<file path="config.mk">
export PLATFORM = sky130hd
export DESIGN_NAME = jpeg_marker_segmenter_flat
export DESIGN_NICKNAME = d
export VERILOG_FILES = /design/src/hdl/jms_pkg.sv /design/src/hdl/jms_in_if.sv /design/src/hdl/jms_out_if.sv /design/src/hdl/jms_labeler.sv /design/src/hdl/jms_out_queue.sv /design/src/hdl/jpeg_marker_segmenter.sv /design/src/flat_wrapper.sv
export SDC_FILE = /design/constraint.sdc
export NUM_CORES = 1
export LEC_CHECK = 0
export ABC_AREA = 1
export BUFFER_PORTS_ARGS = -buffer_cell sky130_fd_sc_hd__clkbuf_2
export CORE_UTILIZATION = 27
export CTS_CLUSTER_DIAMETER = 150
export DETAILED_ROUTE_END_ITERATION = 12
export PLACE_DENSITY = 0.43
export SLEW_MARGIN = 20
export SYNTH_ARGS = -nofsm -noshare
export SYNTH_HDL_FRONTEND = slang
export SYNTH_SLANG_ARGS = --single-unit
</file>
<file path="constraint.sdc">
create_clock -name clk -period 6.45 [get_ports clk]
set_input_delay 1.29 -clock clk [delete_from_list [all_inputs] [get_ports clk]]
set_output_delay 1.29 -clock clk [all_outputs]
set_load 0.01 [all_outputs]
</file>
<file path="src/hdl/jms_pkg.sv">
// Shared types, codes and helpers for the JPEG marker segmenter.
`timescale 1ns / 1ps

package jms_pkg;

  // Parse phase of the byte stream.
  typedef enum logic [2:0] {
    PH_PREFIX,
    PH_MARKER,
    PH_LEN_HI,
    PH_LEN_LO,
    PH_PAYLOAD,
    PH_SCAN
  } phase_t;

  // Byte roles.
  localparam logic [2:0] ROLE_PREFIX  = 3'd0;
  localparam logic [2:0] ROLE_MARKER  = 3'd1;
  localparam logic [2:0] ROLE_LEN_HI  = 3'd2;
  localparam logic [2:0] ROLE_LEN_LO  = 3'd3;
  localparam logic [2:0] ROLE_PAYLOAD = 3'd4;
  localparam logic [2:0] ROLE_SCAN    = 3'd5;
  localparam logic [2:0] ROLE_IGNORED = 3'd6;

  // Section types.
  localparam logic [1:0] SEC_SEGMENT = 2'd0;
  localparam logic [1:0] SEC_START   = 2'd1;
  localparam logic [1:0] SEC_END     = 2'd2;
  localparam logic [1:0] SEC_SCAN    = 2'd3;

  // Byte values that the parser looks for.
  localparam logic [7:0] BYTE_FF  = 8'hFF;
  localparam logic [7:0] BYTE_00  = 8'h00;
  localparam logic [7:0] CODE_SOI = 8'hD8;
  localparam logic [7:0] CODE_EOI = 8'hD9;
  localparam logic [7:0] CODE_SOS = 8'hDA;

  // Result queue geometry.
  localparam int QDEPTH = 4;
  localparam int QAW    = $clog2(QDEPTH);
  localparam int QCW    = $clog2(QDEPTH + 1);

  typedef struct packed {
    logic [7:0]  out_byte;
    logic [2:0]  role;
    logic [1:0]  section_type;
    logic [15:0] section_index;
    logic [31:0] total_bytes;
    logic        error_flag;
    logic        last;
  } result_t;

  // Up to two results produced by one accepted input byte.
  typedef struct packed {
    logic [1:0] n;
    result_t    r0;
    result_t    r1;
  } push_t;

  function automatic logic [31:0] sat_inc32(input logic [31:0] v, input logic en);
    logic [31:0] res;
    res = v;
    if (en && (v != 32'hFFFF_FFFF)) begin
      res = v + 32'd1;
    end
    return res;
  endfunction

endpackage

</file>
<file path="src/hdl/jms_in_if.sv">
// Input byte channel of the JPEG marker segmenter.
`timescale 1ns / 1ps

interface jms_in_if ();
  logic       valid;
  logic       ready;
  logic [7:0] in_byte;

  modport source (output valid, output in_byte, input ready);
  modport sink (input valid, input in_byte, output ready);
endinterface

</file>
<file path="src/hdl/jms_out_if.sv">
// Labeled result channel of the JPEG marker segmenter.
`timescale 1ns / 1ps

interface jms_out_if ();
  logic        valid;
  logic        ready;
  logic [7:0]  out_byte;
  logic [2:0]  role;
  logic [1:0]  section_type;
  logic [15:0] section_index;
  logic [31:0] total_bytes;
  logic        error_flag;
  logic        last;

  modport source (output valid, output out_byte, output role, output section_type,
                  output section_index, output total_bytes, output error_flag,
                  output last, input ready);
  modport sink (input valid, input out_byte, input role, input section_type,
                input section_index, input total_bytes, input error_flag,
                input last, output ready);
endinterface

</file>
<file path="src/hdl/jms_labeler.sv">
// Parse state and per-byte labeling logic of the JPEG marker segmenter.
`timescale 1ns / 1ps

module jms_labeler import jms_pkg::*; (
  input  logic       clk,
  input  logic       rst_n,
  input  logic       accept,
  input  logic [7:0] in_byte,
  output push_t      push
);

  phase_t      phase_r, phase_nxt;
  logic [1:0]  current_type_r, current_type_nxt;
  logic [7:0]  length_high_r, length_high_nxt;
  logic [15:0] bytes_left_r, bytes_left_nxt;
  logic        held_ff_r, held_ff_nxt;
  logic [15:0] section_counter_r, section_counter_nxt;
  logic [31:0] byte_counter_r, byte_counter_nxt;
  logic        halted_r, halted_nxt;

  logic [1:0]  n;
  logic [7:0]  byte0;
  logic [2:0]  role0;
  logic [2:0]  role1;
  logic        begin_sec;
  logic [15:0] len16;
  logic [15:0] bl_dec;
  logic [1:0]  code_type;
  logic [31:0] cnt0;
  logic [31:0] cnt1;
  phase_t      after_header;

  assign len16        = {length_high_r, in_byte};
  assign bl_dec       = (bytes_left_r != 16'd0) ? (bytes_left_r - 16'd1) : bytes_left_r;
  assign after_header = (current_type_r == SEC_SCAN) ? PH_SCAN : PH_PREFIX;

  always_comb begin
    unique case (in_byte)
      CODE_SOI: code_type = SEC_START;
      CODE_EOI: code_type = SEC_END;
      CODE_SOS: code_type = SEC_SCAN;
      default:  code_type = SEC_SEGMENT;
    endcase
  end

  always_comb begin
    phase_nxt           = phase_r;
    current_type_nxt    = current_type_r;
    length_high_nxt     = length_high_r;
    bytes_left_nxt      = bytes_left_r;
    held_ff_nxt         = held_ff_r;
    section_counter_nxt = section_counter_r;
    halted_nxt          = halted_r;
    n                   = 2'd0;
    byte0               = in_byte;
    role0               = ROLE_IGNORED;
    role1               = ROLE_IGNORED;
    begin_sec           = 1'b0;

    if (halted_r) begin
      n = 2'd1;
    end else begin
      unique case (phase_r)
        PH_MARKER: begin
          if (in_byte == BYTE_00 || in_byte == BYTE_FF) begin
            halted_nxt  = 1'b1;
            held_ff_nxt = 1'b0;
            n           = 2'd2;
            byte0       = BYTE_FF;
          end else begin
            begin_sec = 1'b1;
          end
        end
        PH_LEN_HI: begin
          length_high_nxt = in_byte;
          phase_nxt       = PH_LEN_LO;
          n               = 2'd1;
          role0           = ROLE_LEN_HI;
        end
        PH_LEN_LO: begin
          n = 2'd1;
          if (len16 < 16'd2) begin
            halted_nxt  = 1'b1;
            held_ff_nxt = 1'b0;
          end else begin
            bytes_left_nxt = len16 - 16'd2;
            phase_nxt      = (len16 == 16'd2) ? after_header : PH_PAYLOAD;
            role0          = ROLE_LEN_LO;
          end
        end
        PH_PAYLOAD: begin
          bytes_left_nxt = bl_dec;
          if (bl_dec == 16'd0) begin
            phase_nxt = after_header;
          end
          n     = 2'd1;
          role0 = ROLE_PAYLOAD;
        end
        PH_SCAN: begin
          if (!held_ff_r) begin
            if (in_byte == BYTE_FF) begin
              held_ff_nxt = 1'b1;
            end else begin
              n     = 2'd1;
              role0 = ROLE_SCAN;
            end
          end else if (in_byte == BYTE_00) begin
            // Stuffed zero: the held 0xFF and the zero are both scan data.
            held_ff_nxt = 1'b0;
            n           = 2'd2;
            byte0       = BYTE_FF;
            role0       = ROLE_SCAN;
            role1       = ROLE_SCAN;
          end else if (in_byte == BYTE_FF) begin
            // Fill byte: release the older 0xFF and keep holding the new one.
            n     = 2'd1;
            byte0 = BYTE_FF;
            role0 = ROLE_SCAN;
          end else begin
            begin_sec = 1'b1;
          end
        end
        default: begin
          if (in_byte == BYTE_FF) begin
            held_ff_nxt = 1'b1;
            phase_nxt   = PH_MARKER;
          end else begin
            halted_nxt  = 1'b1;
            held_ff_nxt = 1'b0;
            n           = 2'd1;
          end
        end
      endcase
    end

    if (begin_sec) begin
      if (section_counter_r != 16'hFFFF) begin
        section_counter_nxt = section_counter_r + 16'd1;
      end
      current_type_nxt = code_type;
      held_ff_nxt      = 1'b0;
      phase_nxt        = (code_type == SEC_START || code_type == SEC_END) ?
                         PH_PREFIX : PH_LEN_HI;
      n                = 2'd2;
      byte0            = BYTE_FF;
      role0            = ROLE_PREFIX;
      role1            = ROLE_MARKER;
    end
  end

  // The second result sees the count already advanced by the first.
  assign cnt0 = sat_inc32(byte_counter_r, role0 != ROLE_IGNORED);
  assign cnt1 = sat_inc32(cnt0, role1 != ROLE_IGNORED);

  always_comb begin
    unique case (n)
      2'd1:    byte_counter_nxt = cnt0;
      2'd2:    byte_counter_nxt = cnt1;
      default: byte_counter_nxt = byte_counter_r;
    endcase
  end

  always_comb begin
    push.n                = accept ? n : 2'd0;
    push.r0.out_byte      = byte0;
    push.r0.role          = role0;
    push.r0.section_type  = current_type_nxt;
    push.r0.section_index = section_counter_nxt;
    push.r0.total_bytes   = cnt0;
    push.r0.error_flag    = halted_nxt;
    push.r0.last          = (n == 2'd1);
    push.r1.out_byte      = in_byte;
    push.r1.role          = role1;
    push.r1.section_type  = current_type_nxt;
    push.r1.section_index = section_counter_nxt;
    push.r1.total_bytes   = cnt1;
    push.r1.error_flag    = halted_nxt;
    push.r1.last          = 1'b1;
  end

  always_ff @(posedge clk) begin
    if (!rst_n) begin
      phase_r           <= PH_PREFIX;
      current_type_r    <= SEC_SEGMENT;
      length_high_r     <= 8'd0;
      bytes_left_r      <= 16'd0;
      held_ff_r         <= 1'b0;
      section_counter_r <= 16'd0;
      byte_counter_r    <= 32'd0;
      halted_r          <= 1'b0;
    end else if (accept) begin
      phase_r           <= phase_nxt;
      current_type_r    <= current_type_nxt;
      length_high_r     <= length_high_nxt;
      bytes_left_r      <= bytes_left_nxt;
      held_ff_r         <= held_ff_nxt;
      section_counter_r <= section_counter_nxt;
      byte_counter_r    <= byte_counter_nxt;
      halted_r          <= halted_nxt;
    end
  end

`ifndef SYNTH
  a_halt_sticky: assert property (@(posedge clk) disable iff (!rst_n)
    halted_r |=> halted_r)
    else $error("error state left without reset");

  a_halt_no_hold: assert property (@(posedge clk) disable iff (!rst_n)
    halted_r |-> !held_ff_r)
    else $error("a 0xFF is held while halted");

  a_pair_last: assert property (@(posedge clk) disable iff (!rst_n)
    (push.n == 2'd2) |-> (!push.r0.last && push.r1.last))
    else $error("last flag misplaced on a result pair");
`endif

endmodule

</file>
<file path="src/hdl/jms_out_queue.sv">
// Small result queue that lets one request push two results while the sink stalls.
`timescale 1ns / 1ps

module jms_out_queue import jms_pkg::*; (
  input  logic       clk,
  input  logic       rst_n,
  input  push_t      push,
  output logic       space_ok,
  jms_out_if.source  out_ch
);

  result_t        mem [QDEPTH];
  logic [QAW-1:0] head_r;
  logic [QAW-1:0] tail_r;
  logic [QCW-1:0] count_r;
  logic           pop;
  result_t        head_res;

  assign pop      = out_ch.valid && out_ch.ready;
  // Room for two results is kept so that any input can be taken.
  assign space_ok = (count_r <= QCW'(QDEPTH - 2));

  always_ff @(posedge clk) begin
    if (push.n != 2'd0) begin
      mem[tail_r] <= push.r0;
    end
    if (push.n == 2'd2) begin
      mem[tail_r + QAW'(1)] <= push.r1;
    end
  end

  always_ff @(posedge clk) begin
    if (!rst_n) begin
      head_r  <= '0;
      tail_r  <= '0;
      count_r <= '0;
    end else begin
      tail_r  <= tail_r + QAW'(push.n);
      head_r  <= head_r + QAW'(pop);
      count_r <= count_r + QCW'(push.n) - QCW'(pop);
    end
  end

  assign head_res             = mem[head_r];
  assign out_ch.valid         = (count_r != '0);
  assign out_ch.out_byte      = head_res.out_byte;
  assign out_ch.role          = head_res.role;
  assign out_ch.section_type  = head_res.section_type;
  assign out_ch.section_index = head_res.section_index;
  assign out_ch.total_bytes   = head_res.total_bytes;
  assign out_ch.error_flag    = head_res.error_flag;
  assign out_ch.last          = head_res.last;

`ifndef SYNTH
  a_no_overflow: assert property (@(posedge clk) disable iff (!rst_n)
    count_r <= QCW'(QDEPTH))
    else $error("result queue overflow");

  a_push_fits: assert property (@(posedge clk) disable iff (!rst_n)
    (push.n != 2'd0) |-> space_ok)
    else $error("results pushed without room");

  a_count_track: assert property (@(posedge clk) disable iff (!rst_n)
    (push.n == 2'd0 && !pop) |=> $stable(count_r))
    else $error("queue count moved without push or pop");
`endif

endmodule

</file>
<file path="src/hdl/jpeg_marker_segmenter.sv">
// Results are registered in the result queue and presented on out_ch from its head.
// Throughput: one byte per cycle while in_ch.ready is high; a byte that yields
// a held 0xFF plus itself gives two results, which the four-entry queue absorbs.
// in_ch.ready is high while the queue has room for two results.
// Reset: synchronous active-low rst_n returns to expecting a prefix, clears all
// counters and the error flag, and empties the result queue.
`timescale 1ns / 1ps

module jpeg_marker_segmenter import jms_pkg::*; (
  input  logic      clk,
  input  logic      rst_n,
  jms_in_if.sink    in_ch,
  jms_out_if.source out_ch
);

  push_t push;
  logic  space_ok;
  logic  accept;

  assign in_ch.ready = space_ok;
  assign accept      = in_ch.valid && space_ok;

  jms_labeler u_labeler (
    .clk     (clk),
    .rst_n   (rst_n),
    .accept  (accept),
    .in_byte (in_ch.in_byte),
    .push    (push)
  );

  jms_out_queue u_queue (
    .clk      (clk),
    .rst_n    (rst_n),
    .push     (push),
    .space_ok (space_ok),
    .out_ch   (out_ch)
  );

endmodule

</file>
<file path="src/flat_wrapper.sv">
// flat-port wrapper written by rule: the top's interface ports become plain ports
module jpeg_marker_segmenter_flat import jms_pkg::*;
  (clk, rst_n, in_ch_valid, in_ch_in_byte, in_ch_ready, out_ch_valid, out_ch_out_byte, out_ch_role, out_ch_section_type, out_ch_section_index, out_ch_total_bytes, out_ch_error_flag, out_ch_last, out_ch_ready);
  jms_in_if in_ch_i ();
  jms_out_if out_ch_i ();
  input  logic clk;
  input  logic rst_n;
  input wire logic [$bits(in_ch_i.valid)-1:0] in_ch_valid;
  input wire logic [$bits(in_ch_i.in_byte)-1:0] in_ch_in_byte;
  output wire logic [$bits(in_ch_i.ready)-1:0] in_ch_ready;
  output wire logic [$bits(out_ch_i.valid)-1:0] out_ch_valid;
  output wire logic [$bits(out_ch_i.out_byte)-1:0] out_ch_out_byte;
  output wire logic [$bits(out_ch_i.role)-1:0] out_ch_role;
  output wire logic [$bits(out_ch_i.section_type)-1:0] out_ch_section_type;
  output wire logic [$bits(out_ch_i.section_index)-1:0] out_ch_section_index;
  output wire logic [$bits(out_ch_i.total_bytes)-1:0] out_ch_total_bytes;
  output wire logic [$bits(out_ch_i.error_flag)-1:0] out_ch_error_flag;
  output wire logic [$bits(out_ch_i.last)-1:0] out_ch_last;
  input wire logic [$bits(out_ch_i.ready)-1:0] out_ch_ready;
  assign in_ch_i.valid = in_ch_valid;
  assign in_ch_i.in_byte = in_ch_in_byte;
  assign in_ch_ready = in_ch_i.ready;
  assign out_ch_valid = out_ch_i.valid;
  assign out_ch_out_byte = out_ch_i.out_byte;
  assign out_ch_role = out_ch_i.role;
  assign out_ch_section_type = out_ch_i.section_type;
  assign out_ch_section_index = out_ch_i.section_index;
  assign out_ch_total_bytes = out_ch_i.total_bytes;
  assign out_ch_error_flag = out_ch_i.error_flag;
  assign out_ch_last = out_ch_i.last;
  assign out_ch_i.ready = out_ch_ready;
  jpeg_marker_segmenter u_core (.clk(clk), .rst_n(rst_n), .in_ch(in_ch_i), .out_ch(out_ch_i));
endmodule
</file>
# After elaboration in Yosys (flattened, before gate mapping)
# Memory sizes are Yosys's and may differ from the RTL's. A register that Yosys moved wholly into a read port is not among the register bits.
# Cells that the tools add are included.
[totals]
mem_count = 1
ff_bits = 86
in_bits = 12
ram_bits = 252
out_inout_bits = 65
[op_classes]
order_cmp = 2
n_reduce_logical = 23
eq_ne = 29
bitwise_logic = 1
n_addsub = 10
n_mux = 71
[mem_list]
columns = ["memory", "words", "width", "read_ports", "rd_clocked_by_memory_dff", "write_ports", "line", "text"]
rows = [
  ["u_core.u_queue.mem", 4, 63, 1, 1, 2, "jms_out_queue.sv:12", "result_t mem [QDEPTH];"],
]
[ops]
columns = ["op", "n"]
rows = [
  ["$add 32x1->32 const B", 2],
  ["$mux 16", 4],
  ["$mux 32", 2],
  ["$ne 32x32->1 const B", 2],
  ["$pmux 32 s2", 1],
  ["$mux 8", 6],
  ["$mux 3", 12],
  ["$eq 8x8->1 const B", 4],
  ["$mux 2", 16],
  ["$pmux 16 s2", 1],
  ["$pmux 3 s4", 2],
  ["$mux 1", 21],
  ["$ne 3x3->1 const B", 6],
  ["$add 16x1->16 const B", 1],
  ["$eq 16x2->1 const B", 1],
  ["$logic_not 16->1", 1],
  ["$lt 16x2->1 const B", 1],
  ["$ne 16x16->1 const B", 1],
  ["$pmux 8 s2", 1],
  ["$reduce_bool 16->1", 1],
  ["$sub 16x1->16 const B", 1],
  ["$sub 16x2->16 const B", 1],
  ["$pmux 2 s3", 2],
  ["$eq 2x2->1 const B", 4],
  ["other kinds (29)", 42],
]

# Logic depth before layout (Yosys ltp)
[logic_depth]
word_depth = 14
mapped_depth = 25

# Hierarchy
# Synthesis repeated with hierarchy kept, for this count alone.
[unflattened]
hier_cells = 2749
hier_area_um2 = 20632.3
[modules_own_cells]
columns = ["module", "cells_each", "seq_area_each_um2", "instances", "area_per_inst_um2"]
rows = [
  ["jms_out_queue", 1294, 7707.4, 1, 12472.0],
  ["jms_labeler", 1453, 1581.5, 1, 8152.8],
  ["jpeg_marker_segmenter", 2, 0.0, 1, 7.5],
]

# Worst setup path before layout
# OpenSTA, ideal clock, no wires.
[synth_timing]
kind = "input to register"
from = "input in_ch_in_byte[7]"
to = "memory u_core.u_queue.mem[0][10] (netlist bit) (enable)"
setup_time_ps = 416
path_slack_ps = 1521
t_arrival_ps = 4513
stages = 17
cell_sequence = "buf_2 > nand2_1 > nor2_4 > nand2_4 > inv_1 > nor2_1 > nor2_1 > inv_1 > a21oi_1 > nor2_1 > nor2_1 > inv_1 > nor2_1 > clkbuf_1 > nor2_1 > clkbuf_1 > inv_1"
[synth_rtl]
columns = ["element", "line", "text"]
rows = [
  ["start: declaration", "flat_wrapper.sv:9", "input wire logic [$bits(in_ch_i.in_byte)-1:0] in_ch_in_byte;"],
  ["end: declaration", "jms_out_queue.sv:12", ""],
]

==> impl_results.md <==
* WHS Path Cells at 2
* Initial core utilization at 0.2732
* Crit path launch type: register
* Slowest CP cell: nand4_2
* R2r startpoint: u_core.u_labeler.byte_counter_r[0]$_SDFFE_PN0P_
* Worst Path Arrival at 5.32 ns
* Slew headroom at 0.3135
* Crit-path max FO at 35
* Core ar. at 0.07296 sq mm
* Final period utilization at 0.7774
* Total Routing Usage GR at 0.1937
* Yosys top cell area share at 0.3736
* Final instance area at 0.02269 sq mm
* Cell Area, Synth at 0.01994 sq mm
* Synth warnings at 0
* Syn-to-layout area delta at 13.82%
* Measured slew at the worst slew-check pin at 1.030 ns
* Cts bufs inserted at 43
* Initial antenna violation count at 1
* Pre-antenna DRT Iters at 5
* Via count at 17,810
* Clock Latency Late Sink at 0.60 ns
* Commonest non-fill, non-tap cell in the layout: nand2_1
* Die ar. at 0.07493 sq mm
* Htree depth at 2
* #FFs+latches synth at 338
* CP startpoint: u_core.u_labeler.byte_counter_r[0]$_SDFFE_PN0P_
* Inserted Diodes at 0
* Cell taking the most area after synthesis: edfxtp_1
* Leak at 0.008648 uW
* Worst-path clk slew at 0.06 ns
* Final setup viols at 0
* Root buf cell: clkbuf_16
* Cell variety after synth at 56
* Largest net degree at the start of global routing at 91
* Hold Crit Class: reg2reg
* Number of enable flip-flop cells after synthesis at 248
* F_max at 199.4 MHz
* Crit path capture type: register
* Fin Clk Skew at 0.02670 ns
* Hold path startpoint: u_core.u_queue.mem[3][0]$_SDFFE_PP1P_
* Hold-fix buffer count after cts at 0
* Mean Syn Cell Area at 7.917 sq um
* CP cell instances: ha_1 > inv_1 > nor3_2 > nand4_2 > nand2_4 > nand2_1 > nand2_2 > nand2_2 > nor2_2 > nand2_1 > nor2_1 > nand3_1 > nor2_1 > nand2_1 > nand2_1 > nand2_1 > nand2_1 > o21ai_0
* DR WL/cell at 20.69 microns
* Max-slew violation count at 0
* CTS sink cnt at 338
* Max incr delay on CP at 0.81 ns
* Post-CTS sizing at 0
* Hpwl dp at 47.79 mm
* Syn_nets at 2,545
* CTS tree: yes
* Setup TNS at 0 ns
* I/O pin count at 77
* Clock Tree Buf Depth at 3
* Vias in the first global route at 17,260
* Pwr dens at 404.6 mW/mm^2
* CP bufs+invs at 1
* Share of layout cells above drive strength 1 at 0.1388
* Ys flop type: edfxtp_1
* Number of routed nets with antenna violations at 0
* Hold path endpoint: u_core.u_queue.mem[3][0]$_SDFFE_PP1P_
* Cell count of the worst reg-to-reg path at 18
* Max_cap viols at 0
* Post-CTS Setup Inserts at 0
* FP Rows at 99
* Outcome: finished clean
* GP Congestion at 0.8895
* Fin. Hold Viols at 0
* Crit path top cell by count: nand2_1
* PortBufs at 76
* WL final at 73.21 mm
* Crit-path leading delay family: simple AND/OR/NAND/NOR gates
* RR Endpoint: u_core.u_queue.mem[2][28]$_DFFE_PP_
* Seq/Total Area, Yosys at 0.4639
* Worst EP required at 6.76 ns
* Placed cell areas at 0.02131 sq mm
* Unrepaired setup endpoints after global routing: no
* Flop2flop setup slack at 1.44 ns
* Post-layout min period at 5.014 ns
* Die Span Y at 273.7 microns
* Chip Width at 273.7 microns
* Filler cells at 7,784
* Peak supply drop at 0.1981 mV
* Grt ovf at 0
* FFs w/ async S/R, synth at 0
* Initial drt markers at 1,232
* Worst hold slack at 0.4723 ns
* Synth area leaders: edfxtp_1, nand2_1, dfxtp_1
* Nets at 2,574
* First-pass GRT wire length at 110.1 mm
* DR vias/cell at 5.033
* CP Class: reg2reg
* Most frequent cells in the layout: nand2_1, nor2_1, edfxtp_1
* Post-route DRC at 0
* Mapped Cells at 2,518
layout make-up:
| class | instances | area (sq um) | share of cell area |
|---|---|---|---|
| Multi-Input combinational cell | 1826 | 9294 | 0.4096 |
| Inverter | 221 | 834.6 | 0.03678 |
| Clock buffer | 51 | 1126 | 0.04963 |
| Timing Repair Buffer | 117 | 725.7 | 0.03198 |
| Tap cell | 959 | 1200 | 0.05288 |
| Sequential cell | 338 | 9254 | 0.4078 |
| Clock inverter | 27 | 256.5 | 0.01130 |
power breakdown:
group	total [uW]	switching [uW]	internal [uW]
Sequential	2900	200	2700
Clock	2420	1040	1380
Combinational	3860	2850	1020
per-layer routing:
metal	track usage	share of wire	vias to the layer above
met3	0.02491	0.047	106
met2	0.3209	0.47	452
met5	0	0.00018	-
met1	0.2608	0.46	8674
met4	0.05984	0.027	2
li1	-	-	8578
worst reg2reg max path, cell delays in order (launching register included):
cell	delay, ns
dfxtp_1	0.49
ha_1	0.27
inv_1	0.12
nor3_2	0.22
nand4_2	0.81
nand2_4	0.73
nand2_1	0.16
nand2_2	0.18
nand2_2	0.11
nor2_2	0.30
nand2_1	0.36
nor2_1	0.23
nand3_1	0.11
nor2_1	0.17
nand2_1	0.07
nand2_1	0.08
nand2_1	0.14
nand2_1	0.09
o21ai_0	0.09
synth_stat cells (5+ instances only):
cell / count
a211oi_1: 8
nand3_1: 101
edfxtp_1: 248
nand2_4: 13
o21ai_0: 207
xor2_1: 67
nor2_1: 368
buf_6: 10
inv_2: 12
dfxtp_1: 90
nand2_1: 498
nand2_2: 71
buf_1: 8
nand3_2: 22
o22ai_1: 124
nor2_2: 16
a21oi_1: 104
nor2_4: 9
ha_1: 14
clkinv_1: 5
clkbuf_1: 108
buf_2: 7
nor3_1: 34
xnor2_1: 11
o21ai_1: 73
nor4_1: 7
inv_1: 203
nand4_1: 28
how the worst max path moves through the flow:
| stage | to | cells after the start |
|---|---|---|
| 4_1_cts | u_core.u_queue.mem[2][28]$_DFFE_PP_ | 18 |
| 5_1_grt | u_core.u_queue.mem[3][28]$_DFFE_PP_ | 19 |
| 6_report | u_core.u_queue.mem[2][28]$_DFFE_PP_ | 18 |
| 2_1_floorplan | u_core.u_queue.mem[0][10]$_DFFE_PP_ | 17 |
| 3_3_place_gp | u_core.u_queue.mem[2][28]$_DFFE_PP_ | 22 |
| 3_5_place_dp | u_core.u_queue.mem[2][28]$_DFFE_PP_ | 23 |
per-stage QoR:
step | setup WS, ns | total power, uW | instances | util
3_3_place_gp | 0.9727 | 6798 | 3461 | 0.2921
2_1_floorplan | 1.521 | 5416 | 2518 | -
3_5_place_dp | 0.9069 | 6822 | 3461 | 0.2921
6_report | 1.436 | 9181 | 3539 | 0.3110
5_1_grt | 0.9603 | 9741 | 3539 | 0.3110
4_1_cts | 1.478 | 9262 | 3539 | 0.3110
cells by family (layout without fill, tap and decap cells):
kind of cell | after synthesis | count (layout) | share of synthesized area
buffers and inverters | 354 | 416 | 0.07092
XOR/XNOR | 78 | 78 | 0.03427
AND/OR/NAND/NOR | 1191 | 1191 | 0.2713
AO/OA/AOI/OAI | 542 | 542 | 0.1498
adder cells (fa/ha/maj) | 15 | 15 | 0.009791
flip-flops | 338 | 338 | 0.4639
state kept, by name, summed over array words and instances (netlist names):
name	count
u_core.u_queue.mem	252
u_core.u_labeler.byte_counter_r	32
u_core.u_labeler.bytes_left_r	16
u_core.u_labeler.section_counter_r	16
u_core.u_labeler.length_high_r	8
u_core.u_labeler.phase_r	3
u_core.u_queue.count_r	3
u_core.u_labeler.current_type_r	2
u_core.u_queue.head_r	2
u_core.u_queue.tail_r	2
u_core.u_labeler.halted_r	1
u_core.u_labeler.held_ff_r	1
(Power assumes the default switching activity.)
